[src/hdl/upd_pkg.sv]
// Shared types, constants and helper functions of the URL percent decoder.
package upd_pkg;

  localparam logic [15:0] CapacityReset   = 16'd1024;
  localparam int          QueueDepth      = 2;
  localparam int          MaxResults      = 3;
  localparam int          CfgAddrWidth    = 3;
  localparam logic [7:0]  PctChar         = 8'h25;
  localparam logic [7:0]  HexLetterOffset = 8'h41 - 8'd10;

  // Register indexes of the configuration port.
  typedef enum logic {
    REG_OUT_CAPACITY = 1'b0,
    REG_NONE         = 1'b1
  } reg_index_e;

  typedef enum logic [1:0] {
    MODE_IDLE  = 2'd0,
    MODE_PCT   = 2'd1,
    MODE_DIGIT = 2'd2
  } mode_e;

  // Results caused by one input byte. A count of zero with last set is an end marker.
  typedef struct packed {
    logic [MaxResults-1:0][7:0] bytes;
    logic [1:0]                 count;
    logic                       last;
    logic                       trunc;
  } bundle_t;

  // Status of the queue as seen by its neighbors.
  typedef struct packed {
    logic not_empty;
    logic full;
  } queue_stat_t;

  function automatic logic is_hex(input logic [7:0] c);
    return ((c >= 8'h30) && (c <= 8'h39)) ||
           ((c >= 8'h61) && (c <= 8'h66)) ||
           ((c >= 8'h41) && (c <= 8'h46));
  endfunction

  function automatic logic [3:0] hex_val(input logic [7:0] c);
    logic [7:0] u;
    logic [7:0] r;
    u = (c >= 8'h61) ? (c - 8'h20) : c;
    r = (u >= 8'h41) ? (u - HexLetterOffset) : (u - 8'h30);
    return r[3:0];
  endfunction

endpackage

[src/hdl/upd_front.sv]
// Front end: scans input bytes, tracks escapes and capacity, builds result bundles.
module upd_front (
  input  logic               clk_i,
  input  logic               rst_ni,
  input  logic               accept_i,
  input  logic [7:0]         in_byte_i,
  input  logic               in_last_i,
  input  logic [15:0]        capacity_i,
  output logic               push_o,
  output upd_pkg::bundle_t   bundle_o
);

  upd_pkg::mode_e mode_q, mode_d;
  logic [7:0]     held_q, held_d;
  logic [15:0]    count_q, count_d;
  logic           ended_q, ended_d;
  logic           dropped_q, dropped_d;

  logic [upd_pkg::MaxResults-1:0][7:0] cand;
  logic [1:0]  ncand;
  logic [1:0]  naccept;
  logic [15:0] room;

  always_comb begin
    upd_pkg::mode_e m;
    logic [7:0]     h;
    logic           c_hex;
    cand    = '0;
    ncand   = 2'd0;
    m       = mode_q;
    h       = held_q;
    ended_d = ended_q;
    c_hex   = upd_pkg::is_hex(in_byte_i);

    if (!ended_q) begin
      if (in_byte_i == 8'h00) begin
        // Terminator flushes whatever escape is pending.
        if (mode_q == upd_pkg::MODE_PCT) begin
          cand[ncand] = upd_pkg::PctChar; ncand = ncand + 2'd1;
        end else if (mode_q == upd_pkg::MODE_DIGIT) begin
          cand[ncand] = upd_pkg::PctChar; ncand = ncand + 2'd1;
          cand[ncand] = held_q;           ncand = ncand + 2'd1;
        end
        m       = upd_pkg::MODE_IDLE;
        h       = 8'h00;
        ended_d = 1'b1;
      end else begin
        if (mode_q == upd_pkg::MODE_PCT && c_hex) begin
          h = in_byte_i;
          m = upd_pkg::MODE_DIGIT;
        end else if (mode_q == upd_pkg::MODE_DIGIT && c_hex) begin
          cand[ncand] = {upd_pkg::hex_val(held_q), upd_pkg::hex_val(in_byte_i)};
          ncand = ncand + 2'd1;
          m = upd_pkg::MODE_IDLE;
          h = 8'h00;
        end else begin
          // A broken escape passes through literally, then the byte is seen afresh.
          if (mode_q == upd_pkg::MODE_PCT) begin
            cand[ncand] = upd_pkg::PctChar; ncand = ncand + 2'd1;
          end else if (mode_q == upd_pkg::MODE_DIGIT) begin
            cand[ncand] = upd_pkg::PctChar; ncand = ncand + 2'd1;
            cand[ncand] = held_q;           ncand = ncand + 2'd1;
            h = 8'h00;
          end
          if (in_byte_i == upd_pkg::PctChar) begin
            m = upd_pkg::MODE_PCT;
          end else begin
            m = upd_pkg::MODE_IDLE;
            cand[ncand] = in_byte_i; ncand = ncand + 2'd1;
          end
        end
        if (in_last_i) begin
          if (m == upd_pkg::MODE_PCT) begin
            cand[ncand] = upd_pkg::PctChar; ncand = ncand + 2'd1;
          end else if (m == upd_pkg::MODE_DIGIT) begin
            cand[ncand] = upd_pkg::PctChar; ncand = ncand + 2'd1;
            cand[ncand] = h;                ncand = ncand + 2'd1;
          end
          m = upd_pkg::MODE_IDLE;
          h = 8'h00;
        end
      end
    end

    // Emits succeed in order while the count stays below capacity minus one.
    room    = ((17'(count_q) + 17'd1) < 17'(capacity_i)) ?
              (capacity_i - count_q - 16'd1) : 16'd0;
    naccept = (room >= 16'(ncand)) ? ncand : room[1:0];
    dropped_d = dropped_q | (naccept != ncand);
    count_d   = count_q + 16'(naccept);
    mode_d    = m;
    held_d    = h;

    bundle_o.bytes = cand;
    bundle_o.count = naccept;
    bundle_o.last  = in_last_i;
    bundle_o.trunc = dropped_d;
    push_o = accept_i && ((naccept != 2'd0) || in_last_i);
  end

  always_ff @(posedge clk_i or negedge rst_ni) begin
    if (!rst_ni) begin
      mode_q    <= upd_pkg::MODE_IDLE;
      held_q    <= 8'h00;
      count_q   <= 16'd0;
      ended_q   <= 1'b0;
      dropped_q <= 1'b0;
    end else if (accept_i) begin
      if (in_last_i) begin
        mode_q    <= upd_pkg::MODE_IDLE;
        held_q    <= 8'h00;
        count_q   <= 16'd0;
        ended_q   <= 1'b0;
        dropped_q <= 1'b0;
      end else begin
        mode_q    <= mode_d;
        held_q    <= held_d;
        count_q   <= count_d;
        ended_q   <= ended_d;
        dropped_q <= dropped_d;
      end
    end
  end

endmodule

[src/hdl/upd_queue.sv]
// Short queue of result bundles between the front and back ends.
module upd_queue #(
  parameter int DEPTH = upd_pkg::QueueDepth
) (
  input  logic                 clk_i,
  input  logic                 rst_ni,
  input  logic                 push_i,
  input  upd_pkg::bundle_t     data_i,
  input  logic                 pop_i,
  output upd_pkg::bundle_t     data_o,
  output upd_pkg::queue_stat_t stat_o
);

  localparam int PtrWidth = $clog2(DEPTH);
  localparam int CntWidth = $clog2(DEPTH + 1);
  localparam logic [PtrWidth-1:0] LastPtr = PtrWidth'(DEPTH - 1);

  upd_pkg::bundle_t mem_q [DEPTH];
  logic [PtrWidth-1:0] wr_ptr_q, rd_ptr_q;
  logic [CntWidth-1:0] cnt_q;

  assign data_o           = mem_q[rd_ptr_q];
  assign stat_o.not_empty = (cnt_q != '0);
  assign stat_o.full      = (cnt_q == CntWidth'(DEPTH));

  always_ff @(posedge clk_i) begin
    if (push_i) begin
      mem_q[wr_ptr_q] <= data_i;
    end
  end

  always_ff @(posedge clk_i or negedge rst_ni) begin
    if (!rst_ni) begin
      wr_ptr_q <= '0;
      rd_ptr_q <= '0;
      cnt_q    <= '0;
    end else begin
      if (push_i) begin
        wr_ptr_q <= (wr_ptr_q == LastPtr) ? '0 : wr_ptr_q + PtrWidth'(1);
      end
      if (pop_i) begin
        rd_ptr_q <= (rd_ptr_q == LastPtr) ? '0 : rd_ptr_q + PtrWidth'(1);
      end
      if (push_i && !pop_i) begin
        cnt_q <= cnt_q + CntWidth'(1);
      end else if (pop_i && !push_i) begin
        cnt_q <= cnt_q - CntWidth'(1);
      end
    end
  end

endmodule

[src/hdl/upd_back.sv]
// Back end: holds one bundle and hands out its results one transfer at a time.
module upd_back (
  input  logic                 clk_i,
  input  logic                 rst_ni,
  input  upd_pkg::bundle_t     q_data_i,
  input  upd_pkg::queue_stat_t q_stat_i,
  output logic                 pop_o,
  output logic                 valid_o,
  input  logic                 ready_i,
  output logic [7:0]           byte_o,
  output logic                 byte_valid_o,
  output logic                 last_o,
  output logic                 trunc_o
);

  upd_pkg::bundle_t cur_q;
  logic             cur_valid_q;
  logic [1:0]       idx_q;
  logic             marker;
  logic             final_elem;
  logic             load;

  assign marker       = (cur_q.count == 2'd0);
  assign final_elem   = marker || (idx_q == (cur_q.count - 2'd1));
  assign valid_o      = cur_valid_q;
  assign byte_o       = marker ? 8'h00 : cur_q.bytes[idx_q];
  assign byte_valid_o = !marker;
  assign last_o       = cur_q.last && final_elem;
  assign trunc_o      = cur_q.trunc;

  assign load  = !cur_valid_q || (ready_i && final_elem);
  assign pop_o = load && q_stat_i.not_empty;

  always_ff @(posedge clk_i) begin
    if (pop_o) begin
      cur_q <= q_data_i;
    end
  end

  always_ff @(posedge clk_i or negedge rst_ni) begin
    if (!rst_ni) begin
      cur_valid_q <= 1'b0;
      idx_q       <= 2'd0;
    end else if (load) begin
      cur_valid_q <= q_stat_i.not_empty;
      idx_q       <= 2'd0;
    end else if (ready_i) begin
      idx_q <= idx_q + 2'd1;
    end
  end

endmodule

[src/hdl/url_percent_decoder.sv]
// Top level of the streaming URL percent decoder with its configuration register.
//
// Source bytes enter on the s_ channel, one byte per transfer, with s_tlast on the
// final byte of a string. A '%' and two hex digits become one byte; broken escapes
// pass through literally. A zero byte ends the string and later bytes are ignored
// until s_tlast. Decoded bytes leave on the m_ channel; m_tuser[0] says the transfer
// carries a byte (0 is an end marker) and m_tuser[1] says bytes were dropped because
// the string reached out_capacity minus one bytes. m_tlast marks the final transfer
// of a string. out_capacity sits at APB address 0.
//
// The front end takes one byte per cycle while s_tready is high and writes its
// results as one bundle into a two-entry queue; the back end drains one result
// per cycle while m_tready is high. Bytes with one result each are sustained at
// one per cycle; a byte with two or three results takes one transfer per result.
// When the receiver stalls, the output holds steady and s_tready drops once the
// queue is full. Reset clears the scanner state and sets out_capacity to 1024.
// The user must write out_capacity only while idle; the block does not enforce it.
module url_percent_decoder #(
  parameter int QUEUE_DEPTH = upd_pkg::QueueDepth
) (
  input  logic        clk_i,
  input  logic        rst_ni,
  // Input stream.
  input  logic        s_tvalid,
  output logic        s_tready,
  input  logic [7:0]  s_tdata,   // [7:0] in_byte
  input  logic        s_tlast,
  // Output stream.
  output logic        m_tvalid,
  input  logic        m_tready,
  output logic [7:0]  m_tdata,   // [7:0] out_byte
  output logic [1:0]  m_tuser,   // [0] out_valid, [1] truncated
  output logic        m_tlast,
  // Configuration port.
  input  logic        psel,
  input  logic        penable,
  input  logic        pwrite,
  input  logic [upd_pkg::CfgAddrWidth-1:0] paddr,
  input  logic [31:0] pwdata,
  output logic [31:0] prdata,
  output logic        pready
);

  logic [15:0]          capacity_q;
  upd_pkg::reg_index_e  reg_idx;
  logic                 accept;
  logic                 push;
  logic                 pop;
  upd_pkg::bundle_t     push_data;
  upd_pkg::bundle_t     head_data;
  upd_pkg::queue_stat_t q_stat;
  logic                 out_byte_valid;
  logic                 out_trunc;

  // Registers sit on 32-bit words; the word index picks the register.
  assign reg_idx = upd_pkg::reg_index_e'(paddr[upd_pkg::CfgAddrWidth-1]);
  assign pready  = 1'b1;

  always_comb begin
    unique case (reg_idx)
      upd_pkg::REG_OUT_CAPACITY: prdata = {16'h0000, capacity_q};
      default:                   prdata = 32'h0000_0000;
    endcase
  end

  always_ff @(posedge clk_i or negedge rst_ni) begin
    if (!rst_ni) begin
      capacity_q <= upd_pkg::CapacityReset;
    end else if (psel && penable && pwrite && pready &&
                 (reg_idx == upd_pkg::REG_OUT_CAPACITY)) begin
      capacity_q <= pwdata[15:0];
    end
  end

  // A byte is taken whenever the queue has room for its bundle.
  assign s_tready = !q_stat.full;
  assign accept   = s_tvalid && s_tready;

  upd_front u_front (
    .clk_i      (clk_i),
    .rst_ni     (rst_ni),
    .accept_i   (accept),
    .in_byte_i  (s_tdata),
    .in_last_i  (s_tlast),
    .capacity_i (capacity_q),
    .push_o     (push),
    .bundle_o   (push_data)
  );

  upd_queue #(
    .DEPTH (QUEUE_DEPTH)
  ) u_queue (
    .clk_i  (clk_i),
    .rst_ni (rst_ni),
    .push_i (push),
    .data_i (push_data),
    .pop_i  (pop),
    .data_o (head_data),
    .stat_o (q_stat)
  );

  upd_back u_back (
    .clk_i        (clk_i),
    .rst_ni       (rst_ni),
    .q_data_i     (head_data),
    .q_stat_i     (q_stat),
    .pop_o        (pop),
    .valid_o      (m_tvalid),
    .ready_i      (m_tready),
    .byte_o       (m_tdata),
    .byte_valid_o (out_byte_valid),
    .last_o       (m_tlast),
    .trunc_o      (out_trunc)
  );

  assign m_tuser = {out_trunc, out_byte_valid};

endmodule

[config.mk]
export PLATFORM = sky130hd
export DESIGN_NAME = url_percent_decoder
export DESIGN_NICKNAME = d
export VERILOG_FILES = /design/src/hdl/upd_pkg.sv /design/src/hdl/upd_front.sv /design/src/hdl/upd_queue.sv /design/src/hdl/upd_back.sv /design/src/hdl/url_percent_decoder.sv
export SDC_FILE = /design/constraint.sdc
export NUM_CORES = 1
export LEC_CHECK = 0
export BUFFER_PORTS_ARGS = -buffer_cell sky130_fd_sc_hd__buf_4
export CORE_UTILIZATION = 25
export CTS_BUF_LIST = sky130_fd_sc_hd__clkbuf_16
export CTS_CLUSTER_SIZE = 40
export DETAILED_ROUTE_END_ITERATION = 6
export PLACE_DENSITY = 0.38
export SLEW_MARGIN = 20
export SYNTH_ARGS = -nofsm -noshare
export SYNTH_HDL_FRONTEND = slang
export SYNTH_SLANG_ARGS = --single-unit
[constraint.sdc]
create_clock -name clk_i -period 9.93 [get_ports clk_i]
set_input_delay 1.986 -clock clk_i [delete_from_list [all_inputs] [get_ports clk_i]]
set_output_delay 1.986 -clock clk_i [all_outputs]
set_load 0.005 [all_outputs]
# == After elaboration in Yosys (flattened, before gate mapping) ==
# Memory sizes are Yosys's and may differ from the RTL's. A register that Yosys moved wholly into a read port is not among the register bits.
# Index checks and enable logic that the tools add are counted.
# totals
reg_bits,51
ram_bits,56
input_bits,51
out_inout_bits,46
wordCells,185
n_memories,1
# classes
addsub,19
magnitude_cmp,18
n_eq_ne,9
muxes,87
n_bitwise,5
reduce_logical,35
# mem_list
name,words,word_bits,rd,rd_ports_with_merged_regs,write_ports,line_no,source
u_queue.mem_q,2,28,1,1,1,upd_queue.sv:18,upd_pkg::bundle_t mem_q [DEPTH];
# op_table
cell,count
$mux W8,28
$mux W24,8
$mux W16,6
$mux W2,27
$bwmux W24,2
$demux W8 S2,3
$ge A8 B7 Y1 const B,5
$logic_and A1 B1 Y1,18
$add A16 B1 Y17 const B,1
$lt A17 B16 Y1,1
$add A16 B2 Y16,1
$bmux W8 S2,1
$ge A16 B2 Y1,1
$le A8 B7 Y1 const B,2
$sub A16 B1 Y16 const B,1
$sub A16 B16 Y16,1
$sub A8 B6 Y8 const B,2
$and A15 B15 Y15,1
$not A15 Y15,1
$lt A2 B3 Y1 const B,4
$add A2 B1 Y2 const B,5
$mux W1,10
$or A9 B9 Y9,1
$eq A8 B6 Y1 const B,1
21 further kinds,42

# == Longest topological paths before layout ==
# Gate-level depths: netlist of the first run.
# depth
word_depth,31
mapped_depth,31
depth_no_buf,30

# == Cells and area by module ==
# A second synthesis of the first run with hierarchy kept.
# unflattened
cells_unflattened,895
hier_area_um2,9029.9
# modules_own_cells
mod,n_inst,cells_per_inst,area_each_um2,seq_area_each_um2
upd_front,1,627,4549.4,700.7
upd_queue,1,103,2257.2,1781.7
upd_back,1,91,1297.5,915.9
url_percent_decoder,1,74,925.9,401.6

# == Worst setup path before layout of the first run ==
# OpenSTA, ideal clock, no wires.
# synth_timing
path_type,input port to flip-flop
startpoint,in s_tdata[1]
endpoint,mem u_queue.mem_q[1][0] in the netlist's numbering (enable)
setup_time_ns,0.454
arrival_ns,8.132
required_time_ns,9.476
setup_slack_ns,1.343
cell_stages,21
path_cell_list,clkbuf_1 -> inv_1 -> ha_1 -> nor4bb_1 -> nand2_1 -> clkbuf_1 -> clkbuf_1 -> xnor2_1 -> ha_1 -> a21oi_1 -> a41oi_1 -> o41a_2 -> ha_1 -> a21oi_1 -> o2111ai_1 -> a221oi_1 -> o211ai_1 -> a2111oi_4 -> a31o_2 -> a21oi_1 -> nor3b_1
# synth_via
elab_chain_cells,23
# synth_lines
item,line_no,source
"start, declared",url_percent_decoder.sv:26,"input logic [7:0] s_tdata,"
"$ge A8 B6 Y1, or another cell as far along",upd_pkg.sv:38,return ((c >= 8'h30) && (c <= 8'h39)) ||
$logic_and A1 B1 Y1 (on tied branches),"upd_pkg.sv:38, upd_pkg.sv:39",
$logic_or A1 B1 Y1,upd_pkg.sv:38,
$logic_or A1 B1 Y1,upd_pkg.sv:39,((c >= 8'h61) && (c <= 8'h66)) ||
$logic_and A1 B1 Y1,upd_front.sv:51,end else if (mode_q == upd_pkg::MODE_DIGIT && c_hex) begin
$mux W2,upd_front.sv:51,
$mux W2,upd_front.sv:48,if (mode_q == upd_pkg::MODE_PCT && c_hex) begin
$mux W2,upd_front.sv:36,if (in_byte_i == 8'h00) begin
[... 7 more ...],-,
$mux W2 *,upd_front.sv:35,if (!ended_q) begin
$ge A16 B2 Y1,upd_front.sv:88,naccept = (room >= 16'(ncand)) ? ncand : room[1:0];
$mux W2 *,upd_front.sv:88,
$reduce_bool A2 Y1 *,upd_front.sv:98,push_o = accept_i && ((naccept != 2'd0) || in_last_i);
$logic_or A1 B1 Y1 *,upd_front.sv:98,
$logic_and A1 B1 Y1 *,upd_front.sv:98,
$mux W1 *,upd_queue.sv:27,if (push_i) begin
$mux W1 (not written as such) *,upd_queue.sv:28,mem_q[wr_ptr_q] <= data_i;
"end, declared",upd_queue.sv:18,
# Every way passes the cells marked *; elsewhere a longest branch is shown, timed or not. The select of a mux whose other input is x is not followed.

==> results of run 1 <==
==> cell families after synthesis <==
logic type,after synthesis
other,2
multiplexers,61
adder cells (fa/ha/maj),60
XOR/XNOR,39
AND/OR/NAND/NOR,266
flip-flops,135
buffers and inverters,120
AO/OA/AOI/OAI,208
==> power by group <==
| part | leakage, nW | switching, mW | internal (mW) | total [mW] |
|---|---|---|---|---|
| sequential | 1.45 | 0.0744 | 0.781 | 0.855 |
| clock | 0.307 | 0.267 | 0.427 | 0.694 |
| combinational | 2.38 | 0.438 | 0.342 | 0.780 |
| total | 4.14 | 0.780 | 1.55 | 2.33 |
==> flip-flops by register name, indices dropped and copies added (netlist names) <==
register	cells
capacity_q	16
u_queue.mem_q	56
u_back.idx_q	2
u_front.ended_q	1
u_back.cur_q	27
u_queue.wr_ptr_q	1
u_front.held_q	8
u_front.mode_q	2
u_back.trunc_o	1
u_front.count_q	16
u_back.valid_o	1
u_queue.cnt_q	2
u_front.dropped_q	1
u_queue.rd_ptr_q	1
==> worst max-delay path: cells and delay by family <==
| kind | cells | cell delay, ps |
|---|---|---|
| adder cells (fa/ha/maj) | 5 | 1360 |
| multiplexers | 1 | 320 |
| buffers and inverters | 3 | 350 |
| XOR/XNOR | 1 | 170 |
| AND/OR/NAND/NOR | 11 | 2420 |
| AO/OA/AOI/OAI | 8 | 2140 |
==> cell usage in the layout (no fill, tap or decap), types with 16 or more instances in the layout <==
| cell | instances |
|---|---|
| mux2_2 | 45 |
| nand3_1 | 24 |
| buf_4 | 69 |
| nand2_1 | 60 |
| nor2_1 | 87 |
| a21oi_1 | 45 |
| edfxtp_1 | 84 |
| ha_1 | 58 |
| conb_1 | 17 |
| mux2i_1 | 16 |
| dfrtp_1 | 50 |
| clkbuf_16 | 17 |
| inv_1 | 59 |
| o21ai_0 | 43 |
| xnor2_1 | 29 |
==> metal layers <==
layer  routed length, um  vias to the layer above  GRT usage [%]
li1                    -                     3296              -
met1               11900                     3213           18.8
met2               10900                      112           21.5
met3                 652                       17           2.24
met4                 255                        0           3.78
met5                   0                        -              0
==> final cells by class <==
type / instances / area, um2 / area share [%]
multi-input cells: 651 / 4640 / 44.6
flip-flops and latches: 135 / 3800 / 36.6
well taps: 455 / 569 / 5.48
repair buffers: 69 / 518 / 4.99
clock buffers: 17 / 425 / 4.10
inverters: 59 / 221 / 2.13
clock inverters: 15 / 214 / 2.06
==> Yosys cell counts, drive strengths merged, types with 14 or more instances <==
| cell type | count |
|---|---|
| o21ai | 45 |
| mux2 | 45 |
| mux2i | 16 |
| a21oi | 45 |
| xnor2 | 29 |
| inv | 59 |
| dfrtp | 50 |
| a31oi | 14 |
| buf | 27 |
| and2 | 16 |
| edfxtp | 84 |
| clkbuf | 34 |
| nor2 | 87 |
| nand2 | 60 |
| nand3 | 24 |
| nor3 | 14 |
| ha | 58 |
==> how the worst max path moves through the flow <==
stage               start                  end  slack [ps]  depth (start not counted)
3_5_place_dp   s_tdata[1]  u_front.count_q[12]         980                         28
6_report       s_tdata[0]  u_front.count_q[12]        1430                         29
5_1_grt        s_tdata[0]  u_front.count_q[12]         670                         29
4_1_cts        s_tdata[1]  u_front.count_q[12]        1410                         28
3_3_place_gp   s_tdata[0]  u_front.count_q[12]        1020                         29
2_1_floorplan  s_tdata[1]  u_queue.mem_q[1][0]        1340                         21
==> metrics.csv, run 1 <==
stage,metric,value,unit
drt,drt drc,0,
run,Max-cap violations,0,
sta,transition time of the tightest slew-check pin,1000,ps
drt,initial DRC count,376,
critical_path,FF-to-FF path depth,30,
sta,final worst slack,1430,ps
place,Cell Count Post-Placement,1369,
critical_path,Worst R2R Setup Slack,2170,ps
sta,Max transition margin,33.0,%
clock_network,CTS tree,done,
final_layout,Non-Filler Instances,1401,
clock_network,TritonCTS buffer count,17,
global_routing,maximum number of pins on one net before global-route repair,52,
min_path,hold path startpoint,u_queue.cnt_q[1],
critical_path,maximum fanout along the worst path,11,
global_routing,Total Routing Usage GR,13.5,%
synth,Area contributors post-synth,"edfxtp_1 28%, dfrtp_1 14%, ha_1 8.1%",
synth,Synth Area in Compound Gates,16.7,%
power_and_ir_drop,Tot Pwr,2.33,mW
floorplan,Core Area,0.0348,mm2
synth,synthesized area per cell,10.0,um2
critical_path,"Top cell by count, worst path",ha_1,
sta,max-slew violation count,0,
floorplan,Rows,68,
sta,FMAX,0.118,GHz
clock_network,clk sinks,135,
final_layout,"Design Area, Final",0.0104,mm2
min_path,hold depth,1,
synth,Mapped Area,0.00892,mm2
final_layout,Fillers,3658,
sta,period utilization,85.6,%
sta,worst setup skew after layout,11.7,ps
synth,Async SR Flop Fraction,37.8,%
synth,top_reg_cell synth,edfxtp_1,
synth,main combinational cell family by area after synthesis,compound AO/OA/AOI/OAI gates,
sta,Hold Slack,517,ps
global_routing,gr ovfl total,0,
floorplan,Die Span X,191,um
floorplan,Die Ht,191,um
floorplan,initial core utilization,25.6,%
synth,Post-Synth Simple-Gate Area,14.6,%
clock_network,clock transition at the registers of the reported paths,60,ps
clock_network,Max H-tree Level,4,
synth,mux contribution to synthesized area,7.48,%
power_and_ir_drop,power density cells,224,mW/mm2
min_path,Hold EP,u_queue.cnt_q[1],
drt,vias,6638,
critical_path,crit path max-delay cell type,o41a_2,
place,placed cell area,0.00974,mm2
synth,Post-Synthesis Cells,891,
final_layout,nets,1044,
power_and_ir_drop,Leak,4.14,nW
critical_path,critical path launch point type,input port,
critical_path,critical path arrival,8770,ps
drt,DRT Pass-1 Iters,5,
place,port buffer count,61,
clock_network,Root Buffer,clkbuf_16,
sta,RSZ-0062 raised after global routing,no,
global_routing,vias in the first global route,6632,
drt,total wire length,23.7,mm
critical_path,CP max stage delay,560,ps
floorplan,I/O pins,97,
synth,Yosys reg bits,135,
critical_path,RR Startpoint,u_front.count_q[1],
floorplan,die area,0.0364,mm2
synth,YS warnings,0,
drt,via/cell ratio,4.74,
synth,Post-Synth Adder-Cell Area,8.58,%
place,Placer Congestion,0.798,
clock_network,Clock Tree Buf Depth,2,
critical_path,R2R Path End,u_front.count_q[12],
drt,DRT antenna net count,0,
critical_path,critical path class,input port to register,
synth,sequential fraction of the synthesis area,42.6,%
synth,Cell variety after synth,80,
sta,final hold violations,0,
final_layout,share of layout cells above drive strength 1,18.6,%
synth,Post-synth EDFFs,84,
critical_path,Worst Setup End Kind,register,
synth,Synth Area in XOR/XNOR,3.83,%
sta,final setup fails,0,
place,DP Worst Slack,985,ps
final_layout,final core occ,29.8,%
clock_network,Worst-Skew Late Latency,430,ps
critical_path,Worst EP required,10200,ps
sta,setup_tns,0,ps
final_layout,n_diodes,0,
clock_network,post-CTS sizing,0,
synth,cell type with the highest aggregate area in the netlist,edfxtp_1,
sta,Tmin final,8500,ps
min_path,min-delay worst type,register to register,
status,status,"complete, no violations",
place,dpl hpwl,17.4,mm
global_routing,antenna violations before repair,0,
final_layout,synthesis-to-layout area growth,16.4,%
power_and_ir_drop,VDD IR max,115,uV
clock_network,Post-CTS Setup Inserts,0,
global_routing,first-pass GRT wire length,37.7,mm
synth,Synth top area share,28.3,%
drt,Avg WL per Cell,16.9,um
clock_network,CTS Hold Bufs,0,
(Power assumes the default switching activity.)
==> run 2: changes to the inputs <==
Settings changed: RECOVER_POWER set to 50.
==> run 2 against run 1 <==
Against the previous run: the run now ends with max-capacitance violations, max-slew violations left; final area decreased by 0.29%; register-to-register slack about the same; first-iteration DRC count increased by 3.2%; fmax decreased by 3.4%; non-clock buffer count unchanged; critical endpoint unchanged; largest power group unchanged; highest routed layer unchanged.
==> metrics.csv, run 2 (synthesized netlist as in run 1, its figures left out) <==
stage,metric,value,unit
status,status,"finished, violations left",
status,failing checks,"max-capacitance violations, max-slew violations",
global_routing,gr ovfl total,0,
sta,final setup fails,0,
final_layout,synthesis-to-layout area growth,16.1,%
drt,Avg WL per Cell,16.9,um
final_layout,"Design Area, Final",0.0104,mm2
clock_network,post-CTS sizing,0,
global_routing,first-pass GRT wire length,37.7,mm
sta,worst setup skew after layout,13.2,ps
power_and_ir_drop,Tot Pwr,2.32,mW
floorplan,initial core utilization,25.6,%
place,placed cell area,0.00974,mm2
critical_path,critical path arrival,9070,ps
critical_path,"CP delay by family, top",simple AND/OR/NAND/NOR gates,
global_routing,maximum number of pins on one net before global-route repair,52,
drt,DRT Pass-1 Iters,4,
critical_path,"Top cell by count, worst path",ha_1,
critical_path,CP bufs+invs,2,
final_layout,Largest register FFs,56,
final_layout,nets,1044,
clock_network,TritonCTS buffer count,17,
final_layout,register area,0.00380,mm2
final_layout,Non-Filler Instances,1401,
final_layout,most frequent cells in the layout,"87 x nor2_1, 84 x edfxtp_1, 60 x nand2_1",
sta,final worst slack,1130,ps
critical_path,critical path class,input port to register,
place,DP Worst Slack,985,ps
sta,FMAX,0.114,GHz
critical_path,critical path launch point type,input port,
drt,vias,6640,
floorplan,Die Span X,191,um
sta,period utilization,88.6,%
final_layout,"commonest non-fill, non-tap cell in the layout",nor2_1,
power_and_ir_drop,power density cells,224,mW/mm2
critical_path,Worst Setup End Kind,register,
clock_network,CTS tree,done,
sta,max-slew violation count,112,
global_routing,vias in the first global route,6632,
final_layout,Biggest register,u_queue.mem_q,
min_path,min-delay worst type,register to register,
sta,transition time of the tightest slew-check pin,3130,ps
final_layout,n_diodes,0,
critical_path,CP max stage delay,560,ps
clock_network,clock transition at the registers of the reported paths,60,ps
critical_path,Worst R2R Setup Slack,2170,ps
place,port buffer count,61,
clock_network,Root Buffer,clkbuf_16,
clock_network,clk sinks,135,
sta,RSZ-0062 raised after global routing,no,
final_layout,biggest registers after layout,"u_queue.mem_q (56), u_back.cur_q (27)",
drt,DRT antenna net count,0,
place,dpl hpwl,17.4,mm
clock_network,Clock Tree Buf Depth,2,
floorplan,die area,0.0364,mm2
critical_path,crit path max-delay cell type,o41a_2,
global_routing,Total Routing Usage GR,13.5,%
critical_path,Worst EP required,10200,ps
critical_path,R2R Path End,u_front.count_q[12],
min_path,hold path startpoint,u_queue.cnt_q[1],
power_and_ir_drop,VDD IR max,115,uV
final_layout,final core occ,29.8,%
final_layout,share of layout cells above drive strength 1,17.0,%
min_path,hold depth,1,
run,Max-cap violations,3,
floorplan,Core Area,0.0348,mm2
sta,Hold Slack,516,ps
critical_path,maximum fanout along the worst path,11,
sta,setup_tns,0,ps
clock_network,Max H-tree Level,4,
floorplan,Die Ht,191,um
drt,drt drc,0,
place,Placer Congestion,0.798,
global_routing,antenna violations before repair,0,
min_path,Hold EP,u_queue.cnt_q[1],
clock_network,CTS Hold Bufs,0,
floorplan,Rows,68,
sta,final hold violations,0,
critical_path,FF-to-FF path depth,30,
power_and_ir_drop,Leak,4.11,nW
drt,initial DRC count,388,
sta,Max transition margin,-109,%
final_layout,multi-input logic area,0.00464,mm2
final_layout,Fillers,3662,
critical_path,RR Startpoint,u_front.count_q[1],
drt,via/cell ratio,4.74,
sta,Tmin final,8800,ps
clock_network,Worst-Skew Late Latency,430,ps
clock_network,Post-CTS Setup Inserts,0,
drt,total wire length,23.7,mm
place,Cell Count Post-Placement,1369,
floorplan,I/O pins,97,
run 2: area by class of cell:
type | instances | area share (%)
clock inverter | 15 | 2.07
timing repair buffer | 69 | 4.71
inverter | 59 | 2.14
tap | 455 | 5.50
multi-input combinational | 651 | 44.8
sequential | 135 | 36.7
clock buffer | 17 | 4.11
run 2: worst max path at each step:
stage / to / cells past startpoint / slack (ps) / from
6_report: u_front.count_q[12] / 27 / 1130 / s_tdata[0]
2_1_floorplan: u_queue.mem_q[1][0] / 21 / 1340 / s_tdata[1]
3_3_place_gp: u_front.count_q[12] / 29 / 1020 / s_tdata[0]
5_1_grt: u_front.count_q[12] / 27 / 390 / s_tdata[0]
4_1_cts: u_front.count_q[12] / 28 / 1410 / s_tdata[1]
3_5_place_dp: u_front.count_q[12] / 28 / 980 / s_tdata[1]
run 2: power by group:
group	internal, mW	leakage [nW]	total (mW)	switching [mW]
registers	0.784	1.45	0.858	0.0743
logic	0.331	2.35	0.769	0.438
clock network	0.427	0.307	0.694	0.267
total	1.54	4.11	2.32	0.779
run 2: routing by layer:
layer / track usage, % / routed length, um / vias to the layer above
li1: - / - / 3296
met1: 18.8 / 12000 / 3221
met2: 21.5 / 10900 / 109
met3: 2.24 / 606 / 14
met4: 3.78 / 240 / 0
met5: 0 / 0 / -
run 2: worst register-to-register path: cells and delay by family, from the launching register on:
family | cells | cell delay, ps
adders and majority gates | 5 | 1410
and+or+nand+nor | 12 | 2410
muxes | 1 | 320
DFF | 1 | 490
xor gates and xnor gates | 2 | 330
AOI/OAI and AO/OA | 9 | 2590
buffers and inverters | 1 | 60
==> run 3: changes to the inputs <==
Settings changed: CORE_MARGIN set to 2, PLACE_DENSITY 0.38 to 0.39.
Clock period 9.93 ns to 8 ns, I/O delays scaled along.
==> run 3 against run 2 <==
Against the previous run: the run still ends with max-capacitance violations, max-slew violations left; critical path depth stayed put; setup slack worse by 570 ps; non-clock buffer count up 33; final area up 2.0%; count of clock-buffer cells in the layout unchanged; routed wire length is 1.0% higher; clock skew decreased by 3.4 ps; clock power rose by 14%; core utilization up 0.091 points; global-route usage decreased by 0.12 points; critical endpoint is now u_front.count_q[14]; largest cell class unchanged.
==> metrics.csv, run 3 (synthesized netlist as in run 1, its figures left out) <==
stage,metric,value,unit
clock_network,Root Buffer,clkbuf_16,
status,failing checks,"max-capacitance violations, max-slew violations",
power_and_ir_drop,Int Power,1.85,mW
power_and_ir_drop,Tot Pwr,2.82,mW
power_and_ir_drop,share of power burned in registers,38.3,%
place,placed cell area,0.0100,mm2
sta,worst setup skew after layout,9.80,ps
critical_path,"Top cell by count, worst path",a21oi_1,
floorplan,Rows,69,
status,status,"finished, violations left",
clock_network,CTS tree,done,
power_and_ir_drop,Sw Pwr,0.964,mW
final_layout,share of layout cells above drive strength 1,19.9,%
global_routing,antenna violations before repair,0,
critical_path,"CP delay by family, top",compound AO/OA/AOI/OAI gates,
sta,RSZ-0062 raised after global routing,no,
sta,Tmin final,7440,ps
power_and_ir_drop,VDD IR max,154,uV
floorplan,Core Area,0.0354,mm2
critical_path,critical path launch point type,input port,
final_layout,nets,1077,
final_layout,Largest register FFs,56,
final_layout,"Design Area, Final",0.0106,mm2
power_and_ir_drop,Comb power frac,33.7,%
critical_path,critical path arrival,7790,ps
floorplan,Die Span X,193,um
critical_path,Worst EP required,8350,ps
clock_network,clk sinks,135,
final_layout,Biggest register,u_queue.mem_q,
critical_path,critical path class,input port to register,
clock_network,Max H-tree Level,4,
critical_path,maximum fanout along the worst path,3,
place,Placer Congestion,0.805,
critical_path,crit path max-delay cell type,or4b_1,
floorplan,Die Ht,193,um
final_layout,"commonest non-fill, non-tap cell in the layout",nor2_1,
power_and_ir_drop,power density cells,267,mW/mm2
floorplan,initial core utilization,25.2,%
sta,FMAX,0.134,GHz
floorplan,I/O pins,97,
clock_network,Clock Tree Buf Depth,2,
drt,vias,6762,
sta,max-slew violation count,82,
global_routing,first-pass GRT wire length,38.0,mm
final_layout,biggest registers after layout,"u_queue.mem_q (56), u_back.cur_q (27)",
final_layout,n_diodes,0,
drt,Avg WL per Cell,16.6,um
clock_network,CTS Hold Bufs,0,
sta,final setup fails,0,
min_path,min-delay worst type,register to register,
clock_network,Worst-Skew Late Latency,440,ps
sta,final hold violations,0,
drt,DRT Pass-1 Iters,5,
place,dpl hpwl,17.6,mm
drt,drt drc,0,
drt,total wire length,24.0,mm
critical_path,CP bufs+invs,4,
sta,setup_tns,0,ps
global_routing,maximum number of pins on one net before global-route repair,52,
critical_path,Worst Setup End Kind,register,
run,Max-cap violations,2,
place,DP Worst Slack,0.738,ps
place,port buffer count,61,
sta,transition time of the tightest slew-check pin,3210,ps
power_and_ir_drop,Clk network pwr share,28.0,%
sta,period utilization,92.9,%
clock_network,clock transition at the registers of the reported paths,60,ps
final_layout,most frequent cells in the layout,"86 x nor2_1, 84 x buf_4, 84 x edfxtp_1",
power_and_ir_drop,Sw Share,34.2,%
drt,via/cell ratio,4.70,
critical_path,CP max stage delay,530,ps
final_layout,synthesis-to-layout area growth,18.4,%
global_routing,Total Routing Usage GR,13.4,%
clock_network,TritonCTS buffer count,17,
power_and_ir_drop,Leak,4.25,nW
sta,Max transition margin,-114,%
drt,DRT antenna net count,0,
floorplan,die area,0.0372,mm2
global_routing,vias in the first global route,6588,
global_routing,gr ovfl total,0,
drt,initial DRC count,348,
sta,final worst slack,564,ps
==> run 3: metrics by stage <==
stage | util, % | hold WS, ps | instances
after floorplan | - | 480 | 906
after global placement | 28.3 | 514 | 1407
after detailed placement | 28.3 | 505 | 1407
after CTS | 29.9 | 513 | 1439
after global routing | 29.8 | 536 | 1440
final | 29.8 | 516 | 1440
==> run 3: power groups by stage <==
| stage | clock network (mW) | logic [mW] | registers [mW] |
|---|---|---|---|
| floorplan | 0 | 0.707 | 1.04 |
| global placement | 0 | 0.980 | 1.09 |
| detailed placement | 0 | 0.976 | 1.09 |
| CTS | 0.810 | 0.981 | 1.08 |
| global route | 0.838 | 1.08 | 1.10 |
| finish | 0.788 | 0.950 | 1.08 |
==> run 3: worst reg2reg max path: cells and delay by family (launching register included) <==
family	cells	cell delay [ps]
XOR/XNOR	1	160
AND/OR/NAND/NOR	10	1990
multiplexers	1	260
adder cells (fa/ha/maj)	5	1380
AO/OA/AOI/OAI	10	2320
flip-flops	1	480
buffers and inverters	3	440
==> run 3: path summary, 6_finish.rpt <==
path                                       end  slack, ps  cells past startpoint               start
max                        u_front.count_q[14]        560                     27          s_tdata[3]
min reg2reg                   u_queue.cnt_q[1]        520                      1    u_queue.cnt_q[1]
max in group asynchronous      u_back.idx_q[1]       3940                      1              rst_ni
min                           u_queue.cnt_q[1]        520                      1    u_queue.cnt_q[1]
min in group asynchronous    u_front.held_q[6]       2230                      1              rst_ni
max reg2reg                u_front.count_q[14]        910                     30  u_front.count_q[1]
==> run 3: layout make-up <==
cell class	count	area, um2
clock inverter	15	154
clock buffer	17	425
fill	3726	24800
tap	461	577
timing repair buffer	102	736
inverter	59	221
sequential	135	3800
multi-input combinational	651	4650
==> run 3: repair_timing <==
action | 4_1_cts | 5_1_grt
setup buffers | 0 | 1
setup endpoints to repair | 0 | 4
gates resized for setup | 0 | 1
==> run 3: layer usage <==
metal	wire length, um	track usage (%)	up-vias
met2	10700	20.8	129
met3	740	2.45	17
li1	-	-	3356
met4	254	3.82	0
met5	0	0	-
met1	12200	19.0	3260
